--- src/design/rau_pkg.sv ---
// ----------------------------------------------------------------------------
// rau_pkg
// Shared types and codes for the rational arithmetic unit.
// ----------------------------------------------------------------------------
package rau_pkg;

    localparam int OpW  = 32;
    localparam int MagW = 64;

    localparam logic [2:0] MODE_ADD = 3'd0;
    localparam logic [2:0] MODE_SUB = 3'd1;
    localparam logic [2:0] MODE_MUL = 3'd2;
    localparam logic [2:0] MODE_DIV = 3'd3;
    localparam logic [2:0] MODE_INV = 3'd4;
    localparam logic [2:0] MODE_NEG = 3'd5;
    localparam logic [2:0] MODE_RED = 3'd6;
    localparam logic [2:0] MODE_BAD = 3'd7;

    typedef struct packed {
        logic load;
        logic mul_a;
        logic mul_b;
        logic mul_c;
        logic mul_d;
        logic form;
        logic gcd_init;
        logic gcd_step;
        logic div_init;
        logic div_step;
        logic finish;
    } rau_cmd_t;

    typedef struct packed {
        logic err;
        logic gcd_done;
        logic div_done;
    } rau_sts_t;

endpackage

--- src/design/rau_ctrl.sv ---
// ----------------------------------------------------------------------------
// rau_ctrl
// Sequencer: multiply, form, GCD, divide, then present one result; error items skip GCD and divide.
// ----------------------------------------------------------------------------
module rau_ctrl
    import rau_pkg::*;
(
    input  logic     aclk,
    input  logic     aresetn,
    input  logic     in_valid,
    output logic     in_ready,
    output logic     out_valid,
    input  logic     out_ready,
    input  rau_sts_t sts,
    output rau_cmd_t cmd
);

    localparam logic [3:0] ST_IDLE = 4'd0;
    localparam logic [3:0] ST_MULA = 4'd1;
    localparam logic [3:0] ST_MULB = 4'd2;
    localparam logic [3:0] ST_MULC = 4'd3;
    localparam logic [3:0] ST_MULD = 4'd4;
    localparam logic [3:0] ST_FORM = 4'd5;
    localparam logic [3:0] ST_GINI = 4'd6;
    localparam logic [3:0] ST_GCD  = 4'd7;
    localparam logic [3:0] ST_DINI = 4'd8;
    localparam logic [3:0] ST_DIV  = 4'd9;
    localparam logic [3:0] ST_OUT  = 4'd10;

    logic [3:0] state_reg, state_next;

    always_comb begin
        state_next = state_reg;
        cmd        = '0;
        in_ready   = 1'b0;
        out_valid  = 1'b0;
        case (state_reg)
            ST_IDLE: begin
                in_ready = 1'b1;
                if (in_valid) begin
                    cmd.load = 1'b1; state_next = ST_MULA;
                end
            end
            ST_MULA: begin cmd.mul_a = 1'b1; state_next = ST_MULB; end
            ST_MULB: begin cmd.mul_b = 1'b1; state_next = ST_MULC; end
            ST_MULC: begin cmd.mul_c = 1'b1; state_next = ST_MULD; end
            ST_MULD: begin cmd.mul_d = 1'b1; state_next = ST_FORM; end
            ST_FORM: begin cmd.form = 1'b1; state_next = ST_GINI; end
            ST_GINI: begin
                if (sts.err) state_next = ST_OUT;
                else begin cmd.gcd_init = 1'b1; state_next = ST_GCD; end
            end
            ST_GCD: begin
                cmd.gcd_step = 1'b1;
                if (sts.gcd_done) state_next = ST_DINI;
            end
            ST_DINI: begin cmd.div_init = 1'b1; state_next = ST_DIV; end
            ST_DIV: begin
                if (sts.div_done) state_next = ST_OUT;
                else cmd.div_step = 1'b1;
            end
            ST_OUT: begin
                out_valid = 1'b1;
                if (out_ready) state_next = ST_IDLE;
            end
            default: state_next = ST_IDLE;
        endcase
    end

    always_ff @(posedge aclk) begin
        if (!aresetn) state_reg <= ST_IDLE;
        else          state_reg <= state_next;
    end

endmodule

--- config.mk ---
export PLATFORM = sky130hd
export DESIGN_NAME = rau_ctrl
export DESIGN_NICKNAME = d
export VERILOG_FILES = /design/src/design/rau_pkg.sv /design/src/design/rau_ctrl.sv
export SDC_FILE = /design/constraint.sdc
export NUM_CORES = 1
export LEC_CHECK = 0
export ABC_CLOCK_PERIOD_IN_PS = 3200
export BUFFER_PORTS_ARGS = -buffer_cell sky130_fd_sc_hd__buf_2
export CAP_MARGIN = 20
export CORE_AREA = 2 2 39 41
export DETAILED_ROUTE_END_ITERATION = 10
export DIE_AREA = 0 0 41 43
export PLACE_DENSITY = 0.5
export SLEW_MARGIN = 10
export SYNTH_ARGS = -nofsm -noshare
export SYNTH_HDL_FRONTEND = slang
export SYNTH_SLANG_ARGS = --single-unit
--- constraint.sdc ---
create_clock -name aclk -period 3.2 [get_ports aclk]
set_input_delay 0.16 -clock aclk [delete_from_list [all_inputs] [get_ports aclk]]
set_output_delay 0.16 -clock aclk [all_outputs]
set_load 0.005 [all_outputs]
* Word level (Yosys, flattened, before mapping)
Index checks and enable logic that the tools add are counted.
** Storage, ports and cells
- Word-level logic and storage cells :: 38
- Register bits after elaboration :: 4
- Input port bits :: 7
- Output and inout port bits :: 13
** Operators by class
- Muxes and demuxes :: 21
- Equality and inequality tests :: 14
- Reductions and logical operators :: 2
** Operators with widths (number)
- 4-bit case mux with 11 select lines :: 1
- 4-bit 2-to-1 mux :: 5
- 4-bit by 3-bit equality test with 1-bit output (second input constant) :: 4
- 1-bit 2-to-1 mux :: 15
- 4-bit equality test (second input constant) :: 3
- 4-bit by 2-bit equality test with 1-bit output (second input constant) :: 2
- 2-bit != test (second input constant) :: 4
- 4-bit by 1-bit equality test with 1-bit output (second input constant) :: 1
- 4-bit zero test :: 1
- 4-bit AND reduction :: 1

* Longest topological paths before layout
- Depth after elaboration :: 3
- Depth in mapped cells :: 4

* Worst setup path before layout
Ideal clock, no wire load.
- Path type :: register to register
- From :: register state_reg[1]
- To :: register state_reg[0]
- Arrival time :: 1.112 ns
- Cell stages (with the launch flop) :: 5
- Slack :: 1.971 ns
- Setup time :: 0.117 ns
- Required time :: 3.083 ns
- Cell sequence :: dfxtp_1 > or2_1 > buf_6 > o311a_1 > a32o_1
** On the way
- Word-level cells in the longest chain between the ends :: 3
- Elaborated cells between the ends (all ways) :: 17
- Classes of those cells :: 14 x eq/ne; 1 x mux; 2 x reduce/logical
** Ends and longest elaborated chain
- start: declaration :: RTL line rau_ctrl.sv:30 : logic [3:0] state_reg, state_next;
- start signal: assignment :: RTL line rau_ctrl.sv:72 : else state_reg <= state_next;
- 4-bit by 3-bit equality test with 1-bit output (tied with other cells) :: RTL line rau_ctrl.sv:37 : case (state_reg)
- 2-bit != test (no source line)
- 4-bit AND reduction (no source line)
Parallel ways exist; a longest one is shown, timed or not.
A chain may end at the register's enable or synchronous reset.

==> reports/summary.log <==
[grt] antenna violations before repair 0
[timing] period utilization 0.492
[layout] number of fillers in the final layout 157
[grt] vias in the first global route 314
[grt] overall global routing resource usage 0.113
[synth] largest area contributor in the synthesized netlist dfxtp_1
[worst_setup_path] startpoint type of the worst setup path flip-flop
[die] vertical die dimension 43 um
[placed_design] Worst Setup Slack post-DPL 1.86 ns
[detailed_routing] via count 423
[detailed_routing] number of antenna-violating nets in the routed design 0
[timing] RSZ-0062 raised after global routing no
[timing] setup_tns 0 ns
[worst_setup_path] biggest cell delay along the critical path 0.39 ns
[worst_setup_path] Critical Path AT 1.42 ns
[synth] cells after synthesis 54
[synth] synthesis warning total 0
[synth] Post-Synthesis Mean Instance Area 6.74 um^2
[layout] ratio of cells with drive above 1 in the final layout 0.304
[clock_tree] post-cts sizing count 0
[outcome] result of the run completed
[die] number of placement rows 14
[synth] Mapped Nets 61
[clock_tree] clock latency on the worst-skew pair 0.23 ns
[power] power per standard cell area 352 nW/um^2
[grt] total global routing overflow 0
[die] area of the core region 1380 um^2
[timing] highest attainable clock frequency 635 MHz
[timing] min cycle time layout 1.58 ns
[clock_tree] number of levels the H-tree was split into 1
[layout] Cell Count, Final, Fillers Out 85
[synth] area share of the largest cell type after synthesis 0.220
[min_path] class of the tightest hold or removal check input pin to flip-flop
[min_path] worst hold path cell count 3
[timing] Finish-stage setup viols 0
[synth] Primary FF master, synth dfxtp_1
[die] Die Outline Area 1760 um^2
[placed_design] placed wire-length estimate after detailed placement 702 um
[synth] number of flops mapped to enable cells by yosys 0
[synth] flip-flop and latch count after synthesis 4
[detailed_routing] detail-routed net length per standard cell 10.9 um
[synth] top cells by count, synth nor2_1, nand2_1, nand2b_1, nor3_1, dfxtp_1
[timing] final setup slack of the worst path 1.62 ns
[placed_design] GPL Wtd Cong 0.790
[clock_tree] TritonCTS clock tree yes
[synth] sequential fraction of the synthesis area 0.220
[worst_setup_path] Crit path required time 3.04 ns
[clock_tree] clk slew on worst S/H paths 0.03 ns
[worst_setup_path] Slowest cell on crit path dfxtp_1
[clock_tree] Clock Root Buffer clkbuf_4
[timing] final worst clock skew 0.00734 ns
[worst_setup_path] minimum setup slack among reg-to-reg paths 1.85 ns
[worst_setup_path] classification of the worst setup path flip-flop to primary output
[layout] layout-stage area growth over the synthesis result 26.5%
[power] Static Leak 0.221 nW
[synth] synth top area cells dfxtp_1, nand2b_1, nor2_1
[layout] final std cell area, no fill 460 um^2
[worst_setup_path] Reg2Reg Depth 3
[worst_setup_path] worst path cell trace or2_1 -> nor3_1 -> and2_1 -> buf_2
[timing] Post-Route Hold Slack 0.217 ns
[worst_setup_path] capturing element type of the critical path primary output
[grt] global-route wire length before repair 1350 um
[synth] most frequent cell after synthesis nor2_1
[placed_design] DP Cell Count 82
[clock_tree] total number of clock tree sinks 4
[detailed_routing] post-detailed-routing wire length 924 um
[worst_setup_path] peak fanout along the critical path 12
[detailed_routing] number of DRC violations after detailed-routing iteration 0 11
[layout] flip-flop count of the largest register, all copies and words added 4
[die] number of primary I/O pins 20
[placed_design] area of placed instances 438 um^2
[worst_setup_path] RR Endpoint state_reg[0]$_SDFFE_PN0P_
[worst_setup_path] worst reg2reg startpoint state_reg[1]$_SDFFE_PN0P_
[run] number of max-capacitance violations reported 0
[layout] final-stage net count 78
[synth] Distinct cells, synth 27
[layout] final antenna diode count 0
[timing] number of hold-slack violations in the final timing report 0
[detailed_routing] DRC violations left 0
[detailed_routing] First-pass DRT Iterations 4
[die] die outline width 41 um
[min_path] hold path start sts[0]
[clock_tree] buffer count from post-CTS setup fixing 0
[die] starting density of the core 0.263
[clock_tree] hold-fix buffers at CTS 0
[detailed_routing] Vias/cell 4.98
[min_path] Endpoint, Worst Hold state_reg[1]$_SDFFE_PN0P_
[synth] share of synthesized flip-flops with an asynchronous set or reset 0
[clock_tree] maximum buffer depth of the clock tree 2
[power] largest voltage drop on the vdd net 0.000195 V
[timing] final count of pins violating max slew 0
[placed_design] number of buffers added on ports 18
[synth] total standard cell area after synthesis 364 um^2
[clock_tree] number of CTS-inserted buffers 3
[grt] maximum number of pins on one net before global-route repair 16
placed cells by master (no fill, tap or decap), types with 2 or more instances in the layout:
cell / n
o21ai_0: 3
buf_2: 18
nor3_1: 5
dfxtp_1: 4
nand2_1: 5
nor2_1: 7
inv_1: 2
clkbuf_4: 3
a21oi_1: 2
nand2b_1: 5
where the power goes:
| part | switching, mW | internal (mW) | total (mW) |
|---|---|---|---|
| clock | 0.0195 | 0.0418 | 0.0614 |
| combinational | 0.0195 | 0.0186 | 0.0381 |
| sequential | 0.00906 | 0.0534 | 0.0625 |
| total | 0.0481 | 0.114 | 0.162 |
per-stage QoR:
stage          utilization  total power, mW
3_5_place_dp         0.316            0.101
2_1_floorplan            -           0.0904
4_1_cts              0.333            0.165
3_3_place_gp         0.316            0.101
5_1_grt              0.333            0.176
6_report             0.333            0.162
per-layer routing:
metal | track usage | share of wire | up-vias
li1 | - | - | 221
met1 | 0.154 | 0.49 | 190
met2 | 0.147 | 0.45 | 12
met3 | 0.0785 | 0.057 | 0
met4 | 0.0200 | 0 | 0
met5 | 0 | 0 | -
final cells by class:
class / count / area, um^2 / area share
multi-input cells: 42 / 240 / 0.522
repair buffers: 18 / 90.1 / 0.196
flip-flops and latches: 4 / 80.1 / 0.174
clock buffers: 3 / 22.5 / 0.0489
well taps: 16 / 20.0 / 0.0435
inverters: 2 / 7.51 / 0.0163
cells by family after synthesis:
logic type,Yosys count,share of synthesized area
flip-flops,4,0.220
buffers and inverters,8,0.120
AO/OA/AOI/OAI,12,0.237
AND/OR/NAND/NOR,29,0.412
other,1,0.0103
critical path: cells and delay by family, from the launching register on:
kind	cells	cell delay [ns]
buf+inv	1	0.10
flops	1	0.39
simple gates	3	0.70
how the worst max path moves through the flow:
stage,endpoint,slack [ns],depth (start not counted),startpoint
after global placement,state_reg[0]$_SDFFE_PN0P_,1.87,3,state_reg[1]$_SDFFE_PN0P_
after detailed placement,state_reg[0]$_SDFFE_PN0P_,1.86,3,state_reg[1]$_SDFFE_PN0P_
after floorplan,state_reg[0]$_SDFFE_PN0P_,1.97,4,state_reg[1]$_SDFFE_PN0P_
after CTS,cmd[10],1.61,4,state_reg[1]$_SDFFE_PN0P_
final,cmd[10],1.62,4,state_reg[1]$_SDFFE_PN0P_
after global routing,cmd[10],1.52,4,state_reg[1]$_SDFFE_PN0P_
No activity file was read; power rests on OpenSTA's default activity.
